$ cat src/hdl/asd_pkg.sv
// Shared types, constants and register codes for the accelerometer step detector.
package asd_pkg;

  localparam int SAMPLE_BITS_DEF = 12;
  localparam int FRAC_BITS_DEF = 8;
  localparam int COUNT_BITS_DEF = 24;

  localparam int THRESH_BITS = 11;
  localparam int DEBOUNCE_BITS = 16;
  localparam int OFFSET_BITS = 11;
  localparam int COEF_BITS = 8;
  localparam int COEF_SHIFT = 8;
  localparam int TIME_BITS = 32;
  localparam int CFG_DATA_BITS = 16;
  localparam int CFG_INDEX_BITS = 2;

  localparam logic [CFG_INDEX_BITS-1:0] REG_THRESHOLD = 2'd0;
  localparam logic [CFG_INDEX_BITS-1:0] REG_DEBOUNCE = 2'd1;
  localparam logic [CFG_INDEX_BITS-1:0] REG_OFFSET = 2'd2;
  localparam logic [CFG_INDEX_BITS-1:0] REG_SMOOTHING = 2'd3;

  localparam logic [THRESH_BITS-1:0] THRESH_RESET = 11'd600;
  localparam logic [DEBOUNCE_BITS-1:0] DEBOUNCE_RESET = 16'd250;
  localparam logic [OFFSET_BITS-1:0] OFFSET_RESET = 11'd1000;
  localparam logic [COEF_BITS-1:0] COEF_RESET = 8'd26;

  typedef struct packed {
    logic [THRESH_BITS-1:0] threshold;
    logic [DEBOUNCE_BITS-1:0] debounce;
    logic [OFFSET_BITS-1:0] offset;
    logic [COEF_BITS-1:0] coef;
  } cfg_t;

  typedef enum logic [2:0] {
    ST_IDLE,
    ST_SQUARE,
    ST_ROOT,
    ST_MULT,
    ST_UPDATE
  } state_t;

  typedef enum logic [1:0] {
    AXIS_X,
    AXIS_Y,
    AXIS_Z
  } axis_t;

  typedef struct packed {
    logic load;
    logic square;
    axis_t axis;
    logic root_step;
    logic mult;
    logic commit;
  } cmd_t;

endpackage

$ cat src/hdl/asd_cfg_regs.sv
// Configuration register file of the step detector.
module asd_cfg_regs (
  input  logic clk,
  input  logic rst,
  input  logic cfg_write,
  input  logic [asd_pkg::CFG_INDEX_BITS-1:0] cfg_index,
  input  logic [asd_pkg::CFG_DATA_BITS-1:0] cfg_data,
  output asd_pkg::cfg_t cfg
);

  always_ff @(posedge clk) begin
    if (rst) begin
      cfg.threshold <= asd_pkg::THRESH_RESET;
      cfg.debounce <= asd_pkg::DEBOUNCE_RESET;
      cfg.offset <= asd_pkg::OFFSET_RESET;
      cfg.coef <= asd_pkg::COEF_RESET;
    end else if (cfg_write) begin
      case (cfg_index)
        asd_pkg::REG_THRESHOLD: cfg.threshold <= cfg_data[asd_pkg::THRESH_BITS-1:0];
        asd_pkg::REG_DEBOUNCE: cfg.debounce <= cfg_data[asd_pkg::DEBOUNCE_BITS-1:0];
        asd_pkg::REG_OFFSET: cfg.offset <= cfg_data[asd_pkg::OFFSET_BITS-1:0];
        asd_pkg::REG_SMOOTHING: cfg.coef <= cfg_data[asd_pkg::COEF_BITS-1:0];
        default: begin
        end
      endcase
    end
  end

endmodule

$ cat src/hdl/asd_ctrl.sv
// Sequencing state machine of the step detector.
module asd_ctrl #(
  parameter int SAMPLE_BITS = asd_pkg::SAMPLE_BITS_DEF
) (
  input  logic clk,
  input  logic rst,
  input  logic sample_valid,
  output logic sample_stall,
  output logic result_valid,
  input  logic result_stall,
  output asd_pkg::cmd_t cmd
);

  localparam int CNT_BITS = $clog2(SAMPLE_BITS);
  localparam logic [CNT_BITS-1:0] LAST_ROOT = CNT_BITS'(SAMPLE_BITS - 1);
  localparam logic [CNT_BITS-1:0] LAST_SQUARE = CNT_BITS'(asd_pkg::AXIS_Z);

  asd_pkg::state_t state, state_next;
  logic [CNT_BITS-1:0] cnt, cnt_next;
  logic slot_free;

  assign slot_free = !result_valid || !result_stall;

  always_ff @(posedge clk) begin
    if (rst) begin
      state <= asd_pkg::ST_IDLE;
      cnt <= '0;
      result_valid <= 1'b0;
    end else begin
      state <= state_next;
      cnt <= cnt_next;
      if (cmd.commit) begin
        result_valid <= 1'b1;
      end else if (!result_stall) begin
        result_valid <= 1'b0;
      end
    end
  end

  always_comb begin
    state_next = state;
    cnt_next = cnt;
    case (state)
      asd_pkg::ST_IDLE: begin
        cnt_next = '0;
        if (sample_valid) begin
          state_next = asd_pkg::ST_SQUARE;
        end
      end
      asd_pkg::ST_SQUARE: begin
        if (cnt == LAST_SQUARE) begin
          state_next = asd_pkg::ST_ROOT;
          cnt_next = '0;
        end else begin
          cnt_next = cnt + 1'b1;
        end
      end
      asd_pkg::ST_ROOT: begin
        if (cnt == LAST_ROOT) begin
          state_next = asd_pkg::ST_MULT;
          cnt_next = '0;
        end else begin
          cnt_next = cnt + 1'b1;
        end
      end
      asd_pkg::ST_MULT: begin
        state_next = asd_pkg::ST_UPDATE;
      end
      asd_pkg::ST_UPDATE: begin
        if (slot_free) begin
          state_next = asd_pkg::ST_IDLE;
        end
      end
      default: begin
        state_next = asd_pkg::ST_IDLE;
        cnt_next = '0;
      end
    endcase
  end

  always_comb begin
    cmd = '0;
    cmd.axis = asd_pkg::axis_t'(cnt[1:0]);
    sample_stall = 1'b1;
    case (state)
      asd_pkg::ST_IDLE: begin
        sample_stall = 1'b0;
        cmd.load = sample_valid;
      end
      asd_pkg::ST_SQUARE: cmd.square = 1'b1;
      asd_pkg::ST_ROOT: cmd.root_step = 1'b1;
      asd_pkg::ST_MULT: cmd.mult = 1'b1;
      asd_pkg::ST_UPDATE: cmd.commit = slot_free;
      default: begin
      end
    endcase
  end

  a_commit_slot: assert property (@(posedge clk) disable iff (rst)
    cmd.commit |-> (!result_valid || !result_stall))
    else $error("Result published over a transaction still waiting.");

  a_commit_shows: assert property (@(posedge clk) disable iff (rst)
    cmd.commit |=> result_valid)
    else $error("Published result is not presented.");

  a_accept_starts: assert property (@(posedge clk) disable iff (rst)
    (sample_valid && !sample_stall) |=> (state == asd_pkg::ST_SQUARE && cnt == '0))
    else $error("Accepted transaction did not start the squaring phase.");

  a_root_length: assert property (@(posedge clk) disable iff (rst)
    (state == asd_pkg::ST_ROOT && cnt == LAST_ROOT) |=> state == asd_pkg::ST_MULT)
    else $error("Square root phase did not end after its last bit.");

endmodule

$ cat src/hdl/asd_datapath.sv
// Datapath of the step detector: squares, square root, low-pass filter and step counter.
module asd_datapath #(
  parameter int SAMPLE_BITS = asd_pkg::SAMPLE_BITS_DEF,
  parameter int FRAC_BITS = asd_pkg::FRAC_BITS_DEF,
  parameter int COUNT_BITS = asd_pkg::COUNT_BITS_DEF
) (
  input  logic clk,
  input  logic rst,
  input  asd_pkg::cmd_t cmd,
  input  asd_pkg::cfg_t cfg,
  input  logic signed [SAMPLE_BITS-1:0] accel_x,
  input  logic signed [SAMPLE_BITS-1:0] accel_y,
  input  logic signed [SAMPLE_BITS-1:0] accel_z,
  input  logic [asd_pkg::TIME_BITS-1:0] timestamp_ms,
  output logic [SAMPLE_BITS-1:0] magnitude_mg,
  output logic signed [SAMPLE_BITS:0] filtered_mg,
  output logic step_detected,
  output logic [COUNT_BITS-1:0] step_total
);

  localparam int S = SAMPLE_BITS;
  localparam int LEVEL_BITS = SAMPLE_BITS + 1 + FRAC_BITS;
  localparam int MO_BITS =
    (SAMPLE_BITS > asd_pkg::OFFSET_BITS ? SAMPLE_BITS : asd_pkg::OFFSET_BITS) + 1;
  localparam int TGT_BITS = MO_BITS + FRAC_BITS;
  localparam int DIFF_BITS = (TGT_BITS > LEVEL_BITS ? TGT_BITS : LEVEL_BITS) + 1;
  localparam int PROD_BITS = DIFF_BITS + asd_pkg::COEF_BITS + 1;
  localparam int SUM_BITS = PROD_BITS - asd_pkg::COEF_SHIFT + 1;
  localparam int THR_BITS = asd_pkg::THRESH_BITS + FRAC_BITS + 1;
  localparam int CMP_BITS = (LEVEL_BITS > THR_BITS ? LEVEL_BITS : THR_BITS) + 1;

  logic signed [S-1:0] ax, ay, az;
  logic [asd_pkg::TIME_BITS-1:0] now;
  logic [2*S-1:0] acc;
  logic [S-1:0] root;
  logic [S:0] rem;
  logic signed [PROD_BITS-1:0] prod;
  logic signed [LEVEL_BITS-1:0] level;
  logic [asd_pkg::TIME_BITS-1:0] last_step_time;
  logic [COUNT_BITS-1:0] step_counter;

  logic signed [S-1:0] sel;
  logic signed [2*S-1:0] sq;
  logic [S+1:0] rem_shift, trial;
  logic fits;
  logic signed [MO_BITS-1:0] mag_ofs;
  logic signed [TGT_BITS-1:0] tgt;
  logic signed [DIFF_BITS-1:0] diff;
  logic signed [PROD_BITS-1:0] step_part;
  logic signed [SUM_BITS-1:0] lvl_wide;
  logic signed [LEVEL_BITS-1:0] lvl;
  logic overflow;
  logic signed [CMP_BITS-1:0] thr;
  logic above, debounced, det;
  logic [asd_pkg::TIME_BITS-1:0] elapsed;
  logic [COUNT_BITS-1:0] step_counter_next;

  always_comb begin
    case (cmd.axis)
      asd_pkg::AXIS_X: sel = ax;
      asd_pkg::AXIS_Y: sel = ay;
      asd_pkg::AXIS_Z: sel = az;
      default: sel = ax;
    endcase
  end

  assign sq = (2*S)'(sel) * (2*S)'(sel);

  // One result bit per cycle; the radicand is shifted out two bits at a time.
  assign rem_shift = {rem[S-1:0], acc[2*S-1:2*S-2]};
  assign trial = {root, 2'b01};
  assign fits = rem_shift >= trial;

  assign mag_ofs = signed'(MO_BITS'(root)) - signed'(MO_BITS'(cfg.offset));
  assign tgt = signed'({mag_ofs, {FRAC_BITS{1'b0}}});
  assign diff = DIFF_BITS'(tgt) - DIFF_BITS'(level);

  assign step_part = prod >>> asd_pkg::COEF_SHIFT;
  assign lvl_wide = SUM_BITS'(step_part) + SUM_BITS'(level);
  assign overflow = !((&lvl_wide[SUM_BITS-1:LEVEL_BITS-1]) ||
                      !(|lvl_wide[SUM_BITS-1:LEVEL_BITS-1]));

  always_comb begin
    if (!overflow) begin
      lvl = lvl_wide[LEVEL_BITS-1:0];
    end else if (lvl_wide[SUM_BITS-1]) begin
      lvl = {1'b1, {(LEVEL_BITS-1){1'b0}}};
    end else begin
      lvl = {1'b0, {(LEVEL_BITS-1){1'b1}}};
    end
  end

  assign thr = signed'(CMP_BITS'({cfg.threshold, {FRAC_BITS{1'b0}}}));
  assign above = CMP_BITS'(lvl) > thr;
  assign elapsed = now - last_step_time;
  assign debounced = elapsed > asd_pkg::TIME_BITS'(cfg.debounce);
  assign det = above && debounced;
  assign step_counter_next = (det && step_counter != '1) ? step_counter + 1'b1 : step_counter;

  always_ff @(posedge clk) begin
    if (cmd.load) begin
      ax <= accel_x;
      ay <= accel_y;
      az <= accel_z;
      now <= timestamp_ms;
      acc <= '0;
      root <= '0;
      rem <= '0;
    end else if (cmd.square) begin
      acc <= acc + $unsigned(sq);
    end else if (cmd.root_step) begin
      acc <= {acc[2*S-3:0], 2'b00};
      root <= {root[S-2:0], fits};
      rem <= fits ? (S+1)'(rem_shift - trial) : rem_shift[S:0];
    end
    if (cmd.mult) begin
      prod <= PROD_BITS'(diff) * PROD_BITS'(signed'({1'b0, cfg.coef}));
    end
    if (cmd.commit) begin
      magnitude_mg <= root;
      filtered_mg <= lvl[LEVEL_BITS-1:FRAC_BITS];
      step_detected <= det;
      step_total <= step_counter_next;
    end
  end

  always_ff @(posedge clk) begin
    if (rst) begin
      level <= '0;
      last_step_time <= '0;
      step_counter <= '0;
    end else if (cmd.commit) begin
      level <= lvl;
      step_counter <= step_counter_next;
      if (det) begin
        last_step_time <= now;
      end
    end
  end

endmodule

$ cat src/hdl/accel_step_detector.sv
// Top level of the accelerometer step detector.
// Each accepted transaction runs through these steps before another can be accepted:
// capture the sample, square and sum the axes on a single shared multiplier, compute one
// result bit per cycle in the restoring square-root unit, perform the filter multiplication
// and update the level and the step count. That last step waits while the previous result
// is still held on the output. Configuration writes take effect at once and should only be
// made while no transaction is in progress.
module accel_step_detector #(
  parameter int SAMPLE_BITS = asd_pkg::SAMPLE_BITS_DEF,
  parameter int FRAC_BITS = asd_pkg::FRAC_BITS_DEF,
  parameter int COUNT_BITS = asd_pkg::COUNT_BITS_DEF
) (
  input  logic clk,
  input  logic rst,
  input  logic cfg_write,
  input  logic [asd_pkg::CFG_INDEX_BITS-1:0] cfg_index,
  input  logic [asd_pkg::CFG_DATA_BITS-1:0] cfg_data,
  input  logic sample_valid,
  output logic sample_stall,
  input  logic signed [SAMPLE_BITS-1:0] accel_x,
  input  logic signed [SAMPLE_BITS-1:0] accel_y,
  input  logic signed [SAMPLE_BITS-1:0] accel_z,
  input  logic [asd_pkg::TIME_BITS-1:0] timestamp_ms,
  output logic result_valid,
  input  logic result_stall,
  output logic [SAMPLE_BITS-1:0] magnitude_mg,
  output logic signed [SAMPLE_BITS:0] filtered_mg,
  output logic step_detected,
  output logic [COUNT_BITS-1:0] step_total
);

  asd_pkg::cfg_t cfg;
  asd_pkg::cmd_t cmd;

  asd_cfg_regs u_cfg_regs (
    .clk(clk),
    .rst(rst),
    .cfg_write(cfg_write),
    .cfg_index(cfg_index),
    .cfg_data(cfg_data),
    .cfg(cfg)
  );

  asd_ctrl #(
    .SAMPLE_BITS(SAMPLE_BITS)
  ) u_ctrl (
    .clk(clk),
    .rst(rst),
    .sample_valid(sample_valid),
    .sample_stall(sample_stall),
    .result_valid(result_valid),
    .result_stall(result_stall),
    .cmd(cmd)
  );

  asd_datapath #(
    .SAMPLE_BITS(SAMPLE_BITS),
    .FRAC_BITS(FRAC_BITS),
    .COUNT_BITS(COUNT_BITS)
  ) u_datapath (
    .clk(clk),
    .rst(rst),
    .cmd(cmd),
    .cfg(cfg),
    .accel_x(accel_x),
    .accel_y(accel_y),
    .accel_z(accel_z),
    .timestamp_ms(timestamp_ms),
    .magnitude_mg(magnitude_mg),
    .filtered_mg(filtered_mg),
    .step_detected(step_detected),
    .step_total(step_total)
  );

endmodule
$ cat config.mk
export PLATFORM = sky130hd
export DESIGN_NAME = accel_step_detector
export DESIGN_NICKNAME = d
export VERILOG_FILES = /design/src/hdl/asd_pkg.sv /design/src/hdl/asd_cfg_regs.sv /design/src/hdl/asd_ctrl.sv /design/src/hdl/asd_datapath.sv /design/src/hdl/accel_step_detector.sv
export SDC_FILE = /design/constraint.sdc
export NUM_CORES = 2
export LEC_CHECK = 0
export BUFFER_PORTS_ARGS = -buffer_cell sky130_fd_sc_hd__buf_4
export CORE_ASPECT_RATIO = 1.2
export CORE_MARGIN = 1
export CORE_UTILIZATION = 55
export CTS_BUF_LIST = sky130_fd_sc_hd__clkbuf_2 sky130_fd_sc_hd__clkbuf_4 sky130_fd_sc_hd__clkbuf_8
export DETAILED_ROUTE_END_ITERATION = 10
export HOLD_SLACK_MARGIN = 0.05
export PLACE_DENSITY_LB_ADDON = 0.08
export SLEW_MARGIN = 20
export SYNTH_ARGS = -nofsm -noshare
export SYNTH_HDL_FRONTEND = slang
export SYNTH_SLANG_ARGS = --single-unit
export TNS_END_PERCENT = 10
$ cat constraint.sdc
create_clock -name clk -period 17.5 [get_ports clk]
set_input_delay 0.875 -clock clk [delete_from_list [all_inputs] [get_ports clk]]
set_output_delay 0.875 -clock clk [all_outputs]
set_load 0.005 [all_outputs]
# ---- After elaboration in Yosys (flattened, before gate mapping)
# Cells that the tools add are included.
dict set report classes {
  reduce_logical 20
  magnitude_cmp 3
  n_addsub 8
  muxes 23
  n_bitwise 1
  eq_ne 17
  mul 2
}
# operator n
set ops {}
lappend ops {{$mux W24} 3}
lappend ops {{$mux W21} 2}
lappend ops {{$gt A32 B16 Y1} 1}
lappend ops {{$sub A32 B32 Y32} 1}
lappend ops {{$mul A22 B9 Y31} 1}
lappend ops {{$add A23 B21 Y24} 1}
lappend ops {{$add A24 B1 Y24 const B} 1}
lappend ops {{$add A24 B24 Y24} 1}
lappend ops {{$mul A12 B12 Y24} 1}
lappend ops {{$ne A24 B24 Y1 const B} 1}
lappend ops {{$pmux W12 S2} 1}
lappend ops {{$sub A21 B21 Y22} 1}
lappend ops {{$gt A21 B20 Y1} 1}
lappend ops {{$pmux W3 S5} 1}
lappend ops {{$ge A14 B14 Y1} 1}
lappend ops {{$sub A12 B11 Y13} 1}
lappend ops {{$mux W12} 1}
lappend ops {{$mux W3} 4}
lappend ops {{$pmux W4 S3} 1}
lappend ops {{$reduce_and A2 Y1} 6}
lappend ops {{$sub A12 B12 Y12} 1}
lappend ops {{$mux W1} 8}
lappend ops {{$mux W4} 2}
lappend ops {{$ne A2 B1 Y1 const B} 4}
lappend ops {{19 further kinds} 28}
dict set report totals {
  wordCells 96
  output_inout_bits 52
  register_bits 328
}

# ---- Depth between registers and ports, before layout
dict set report depth {
  word_depth 9
  ltp_mapped 37
}

# ---- Cells and area by module
# A second synthesis with hierarchy kept.
dict set report hier_totals {
  cells_unflattened 3117
  area_unflattened_um2 29433.2
}
# mod area_each_um2 instances cells_per_inst
set modules_own_cells {}
lappend modules_own_cells {asd_datapath 27087.2 1 2880}
lappend modules_own_cells {asd_cfg_regs 1869.3 1 181}
lappend modules_own_cells {asd_ctrl 476.7 1 56}

# ---- Worst setup path after synthesis
# OpenSTA, ideal clock, no wires.
dict set report synth_path {
  path_type {register -> register}
  from {register u_datapath.root[0]}
  to {register u_datapath.prod[30], data pin}
  required_ns 17.240
  path_stages_with_launch 37
  t_arrival_ns 7.290
  setup_slack_ns 9.950
  path_cell_list {dfxtp_1 -> inv_1 -> ha_1 -> fa_1 -> nor2b_1 -> o21ai_0 -> a21boi_0 -> o21ai_0 -> a21boi_0 -> o21ai_0 -> a21boi_0 -> o21ai_0 -> nand2b_1 -> xor2_1 -> ha_1 -> and3_1 -> a211oi_1 -> o21bai_1 -> xnor2_1 -> nand2_1 -> fa_1 -> inv_1 -> fa_1 -> fa_1 -> inv_1 -> fa_1 -> inv_1 -> ha_1 -> a21oi_1 -> nor2b_1 -> o21ai_0 -> nand2b_1 -> a21oi_1 -> o2111ai_1 -> a31o_2 -> a21oi_1 -> xnor2_1}
}
dict set report synth_between {
  elab_chain_len 3
}
# element line
set synth_rtl {}
lappend synth_rtl {{start: declaration} asd_datapath.sv:35} ;# logic [S-1:0] root;
lappend synth_rtl {{start signal: assignment} asd_datapath.sv:113} ;# root <= {root[S-2:0], fits};
lappend synth_rtl {{$sub A12 B11 Y13} asd_datapath.sv:74} ;# assign mag_ofs = signed'(MO_BITS'(root)) - signed'(MO_BITS'(cfg.offset));
lappend synth_rtl {{$sub A21 B21 Y22} asd_datapath.sv:76} ;# assign diff = DIFF_BITS'(tgt) - DIFF_BITS'(level);
lappend synth_rtl {{$mul A22 B9 Y31} asd_datapath.sv:117} ;# prod <= PROD_BITS'(diff) * PROD_BITS'(signed'({1'b0, cfg.coef}));
lappend synth_rtl {{end signal: assignment} asd_datapath.sv:117}
lappend synth_rtl {{end: declaration} asd_datapath.sv:37} ;# logic signed [PROD_BITS-1:0] prod;
# Every way passes these cells.
# A chain may end at the register's enable or synchronous reset.

# ---- Worst setup path after layout
dict set report layout_path {
  from {register u_cfg_regs.cfg[9] (netlist name)}
  to {register u_datapath.prod[30], data pin}
}
dict set report layout_between {
  elab_chain_len 3
}
# element line
set layout_rtl {}
lappend layout_rtl {{$sub A12 B11 Y13} asd_datapath.sv:74}
lappend layout_rtl {{$sub A21 B21 Y22} asd_datapath.sv:76}
lappend layout_rtl {{$mul A22 B9 Y31} asd_datapath.sv:117}
# Every way passes these cells.

==> results.tsv <==
stage	metric	value	unit
drt	ant_nets	0	
sta	max_freq	0.115	GHz
drt	routedWlPerCell	17.7	microns
clock_network	cts_tree	yes	
drt	drtPass1Iterations	7	
yosys	synth_top_area_share	19.6	%
worst_setup_path	slowest_stage	a41oi_1	
clock_network	cts-root-buf	clkbuf_8	
die	core-area	51600	sq um
placement	gp_congestion	0.903	
clock_network	clock-sinks	320	
worst_setup_path	worstReg2RegStart	u_cfg_regs.cfg[9]$_SDFFE_PP0P_	
worst_setup_path	crit_type	reg -> reg	
job	drv_cap	0	
drt	drt_iter0_drc	1155	
die	dieArea	53400	sq um
placement	dp_hpwl	55100	microns
sta	setup_viol_count_final	0	
sta	clock_skew	48.7	ps
die	start_util	56.0	%
drt	vias	22400	
sta	slew_headroom	25.7	%
sta	slew_violations	0	
yosys	synth-main-ff-cell	dfxtp_1	
worst_setup_path	worstSetupStartpointType	register	
min_path	min_from	timestamp_ms[28]	
clock_network	cts_resized	0	
yosys	synth_area	28900	sq um
outcome	outcome	finished, final reports clean	
yosys	yosys.area.top_type	fa_1	
min_path	min_to	u_datapath.now[28]$_DFFE_PP_	
yosys	synth_nets	3762	
sta	rsz0062_at_grt	false	
sta	post-route-min-period	8690	ps
clock_network	htree_levels	2	
die	io_pins	143	
drt	drt-vias-per-instance	5.62	
drt	wirelength	70700	microns
yosys	synth_cells	3136	
worst_setup_path	end_kind	register	
final_layout	layout_common_cells	451 x inv_1, 355 x nand2_1, 283 x fa_1	
sta	tns	0	ps
sta	finalHoldViolations	0	
worst_setup_path	crit_fanout	8	
final_layout	fin_nets	3870	
final_layout	final_common_cell	inv_1	
sta	fin_ws	8810	ps
worst_setup_path	r2r_end	u_datapath.prod[30]$_DFFE_PP_	
drt	drc_errors	0	
yosys	synth_cell_types	79	
final_layout	areaGrowthSynthToFinish	10.4	%
clock_network	cts_setup_buffers	0	
yosys	ys_seq_area_share	27.1	%
global_route	antenna_found_initial	1	
placement	pre_cts_slack	8870	ps
yosys	synth-warning-count	0	
sta	tightestPinTransition	1120	ps
sta	fin_crit_sh	49.6	%
yosys	synth.area.top_cells	fa_1 20%, edfxtp_1 15%, dfxtp_1 12%	
clock_network	hold_buffers	0	
global_route	gr-total-overflow	0	
placement	port_buffers	142	
clock_network	clk_pin_slew_worst_paths	70	ps
worst_setup_path	ff2ff_path_depth	34	
clock_network	cts_buffers	53	
worst_setup_path	slowest_delay	680	ps
die	die_h	253	microns
global_route	grt_max_degree	93	
clock_network	cts.path.max_buffers	3	
yosys	synth_edf_count	141	
yosys	postSynthAreaPerCell	9.21	sq um
min_path	holdPathStages	1	
sta	hold_ws	400	ps
global_route	grt_pass1_vias	23400	
yosys	ys_async_sr_fraction	0	%
global_route	grt_pass1_wl	116000	microns
clock_network	clk_latency	650	ps
die	die_w	211	microns
global_route	grt_use_total	27.3	%
worst_setup_path	ff2ff_setup_slack	8810	ps
worst_setup_path	cp.required	17870	ps
worst_setup_path	worstPathArrival	9050	ps
die	rows	91	
yosys	ys_ff_latch	320	
final_layout	drive_gt1_share	9.09	%
min_path	min_path_type	in -> reg	
[sequential cells by signal (all words and copies together) (netlist names)]
signal / flops
u_cfg_regs.cfg: 46
u_ctrl.cnt: 4
u_ctrl.result_valid: 1
u_ctrl.state: 3
u_datapath.acc: 24
u_datapath.ax: 12
u_datapath.ay: 12
u_datapath.az: 12
u_datapath.filtered_mg: 13
u_datapath.last_step_time: 32
u_datapath.level: 21
u_datapath.magnitude_mg: 12
u_datapath.now: 32
u_datapath.prod: 23
u_datapath.rem: 12
u_datapath.root: 12
u_datapath.step_counter: 24
u_datapath.step_detected: 1
u_datapath.step_total: 24
[cell type report]
cell class | instances | area (sq um)
Tap cell | 697 | 872
Timing Repair Buffer | 159 | 1190
Fill cell | 4529 | 19700
Antenna cell | 1 | 2.50
Multi-Input combinational cell | 2252 | 18900
Clock buffer | 77 | 960
Clock inverter | 22 | 404
Inverter | 458 | 1720
Sequential cell | 320 | 7820
[through the flow]
stage / utilization, % / cells / cell area [sq um]
final: 61.8 / 3986 / 31900
after global routing: 61.8 / 3986 / 31900
after CTS: 61.8 / 3985 / 31900
after detailed placement: 59.2 / 3886 / 30500
after global placement: 59.2 / 3886 / 30500
after floorplan: - / 3136 / 28900
[cells in the mapped netlist, types with 6 or more instances]
cell type  instances
a211o_1            7
o21a_1            32
nor2_1           190
and4_1             7
or4b_1            30
clkbuf_1          84
nor4_2             6
a21oi_1          199
buf_1              8
nand4_1           28
a21o_1            52
o211ai_1          31
inv_1            451
nand2b_1          15
or2_2             13
o21ai_0           71
or4_1             13
a211oi_1          29
a21boi_0           8
ha_1             252
edfxtp_1         141
clkinv_1           7
mux2_1            17
o31ai_1           42
xor2_1            48
o21ai_1            7
buf_2              9
mux2i_1           14
dfxtp_1          179
nor2b_1           32
a31oi_1           15
nand3_1           44
and2_1           107
o21bai_1          15
xnor2_1           85
a22oi_1           18
o2111ai_1          6
nor4_1             9
and3_1            19
fa_1             283
nor3_1            67
nand2_1          355
or3_1             11
[worst max path at each step]
stage	to	depth (start not counted)	slack (ps)	startpoint
floorplan	u_datapath.prod[30]$_DFFE_PP_	36	9950	u_datapath.root[0]$_SDFFE_PP0P_
global placement	u_datapath.prod[30]$_DFFE_PP_	36	9080	u_datapath.root[0]$_SDFFE_PP0P_
detailed placement	u_datapath.prod[30]$_DFFE_PP_	36	8870	u_datapath.root[0]$_SDFFE_PP0P_
CTS	u_datapath.prod[30]$_DFFE_PP_	36	8840	u_datapath.root[0]$_SDFFE_PP0P_
global route	u_datapath.prod[30]$_DFFE_PP_	35	8090	u_cfg_regs.cfg[9]$_SDFFE_PP0P_
finish	u_datapath.prod[30]$_DFFE_PP_	34	8810	u_cfg_regs.cfg[9]$_SDFFE_PP0P_
[layer usage]
layer  up-vias  track usage (%)  routed length (microns)
li1      10800                -                        -
met1     11000             32.8                    29000
met2       506             48.6                    35500
met3       151             3.42                     3140
met4         0             12.2                     3090
met5         -                0                        0
[critical path, delay by kind of cell, from the launching register on]
kind            cells  cell delay [ps]
buf+inv             4              220
compound gates     17             3900
flops               1              370
xor+xnor            2              240
simple gates        4              640
fa+ha+maj           7             3060
[kinds of logic after synthesis]
logic type      count (synthesis)  synth area share [%]
buf+inv                       564                  7.46
compound gates                586                  13.2
fa+ha+maj                     535                  30.5
xor+xnor                      133                  4.03
flops                         320                  27.1
simple gates                  966                  16.5
mux                            32                  1.20
Power is left out: the tool's default activity adds up to more than one toggle a clock period on the data nets, which glitch-free logic cannot reach.
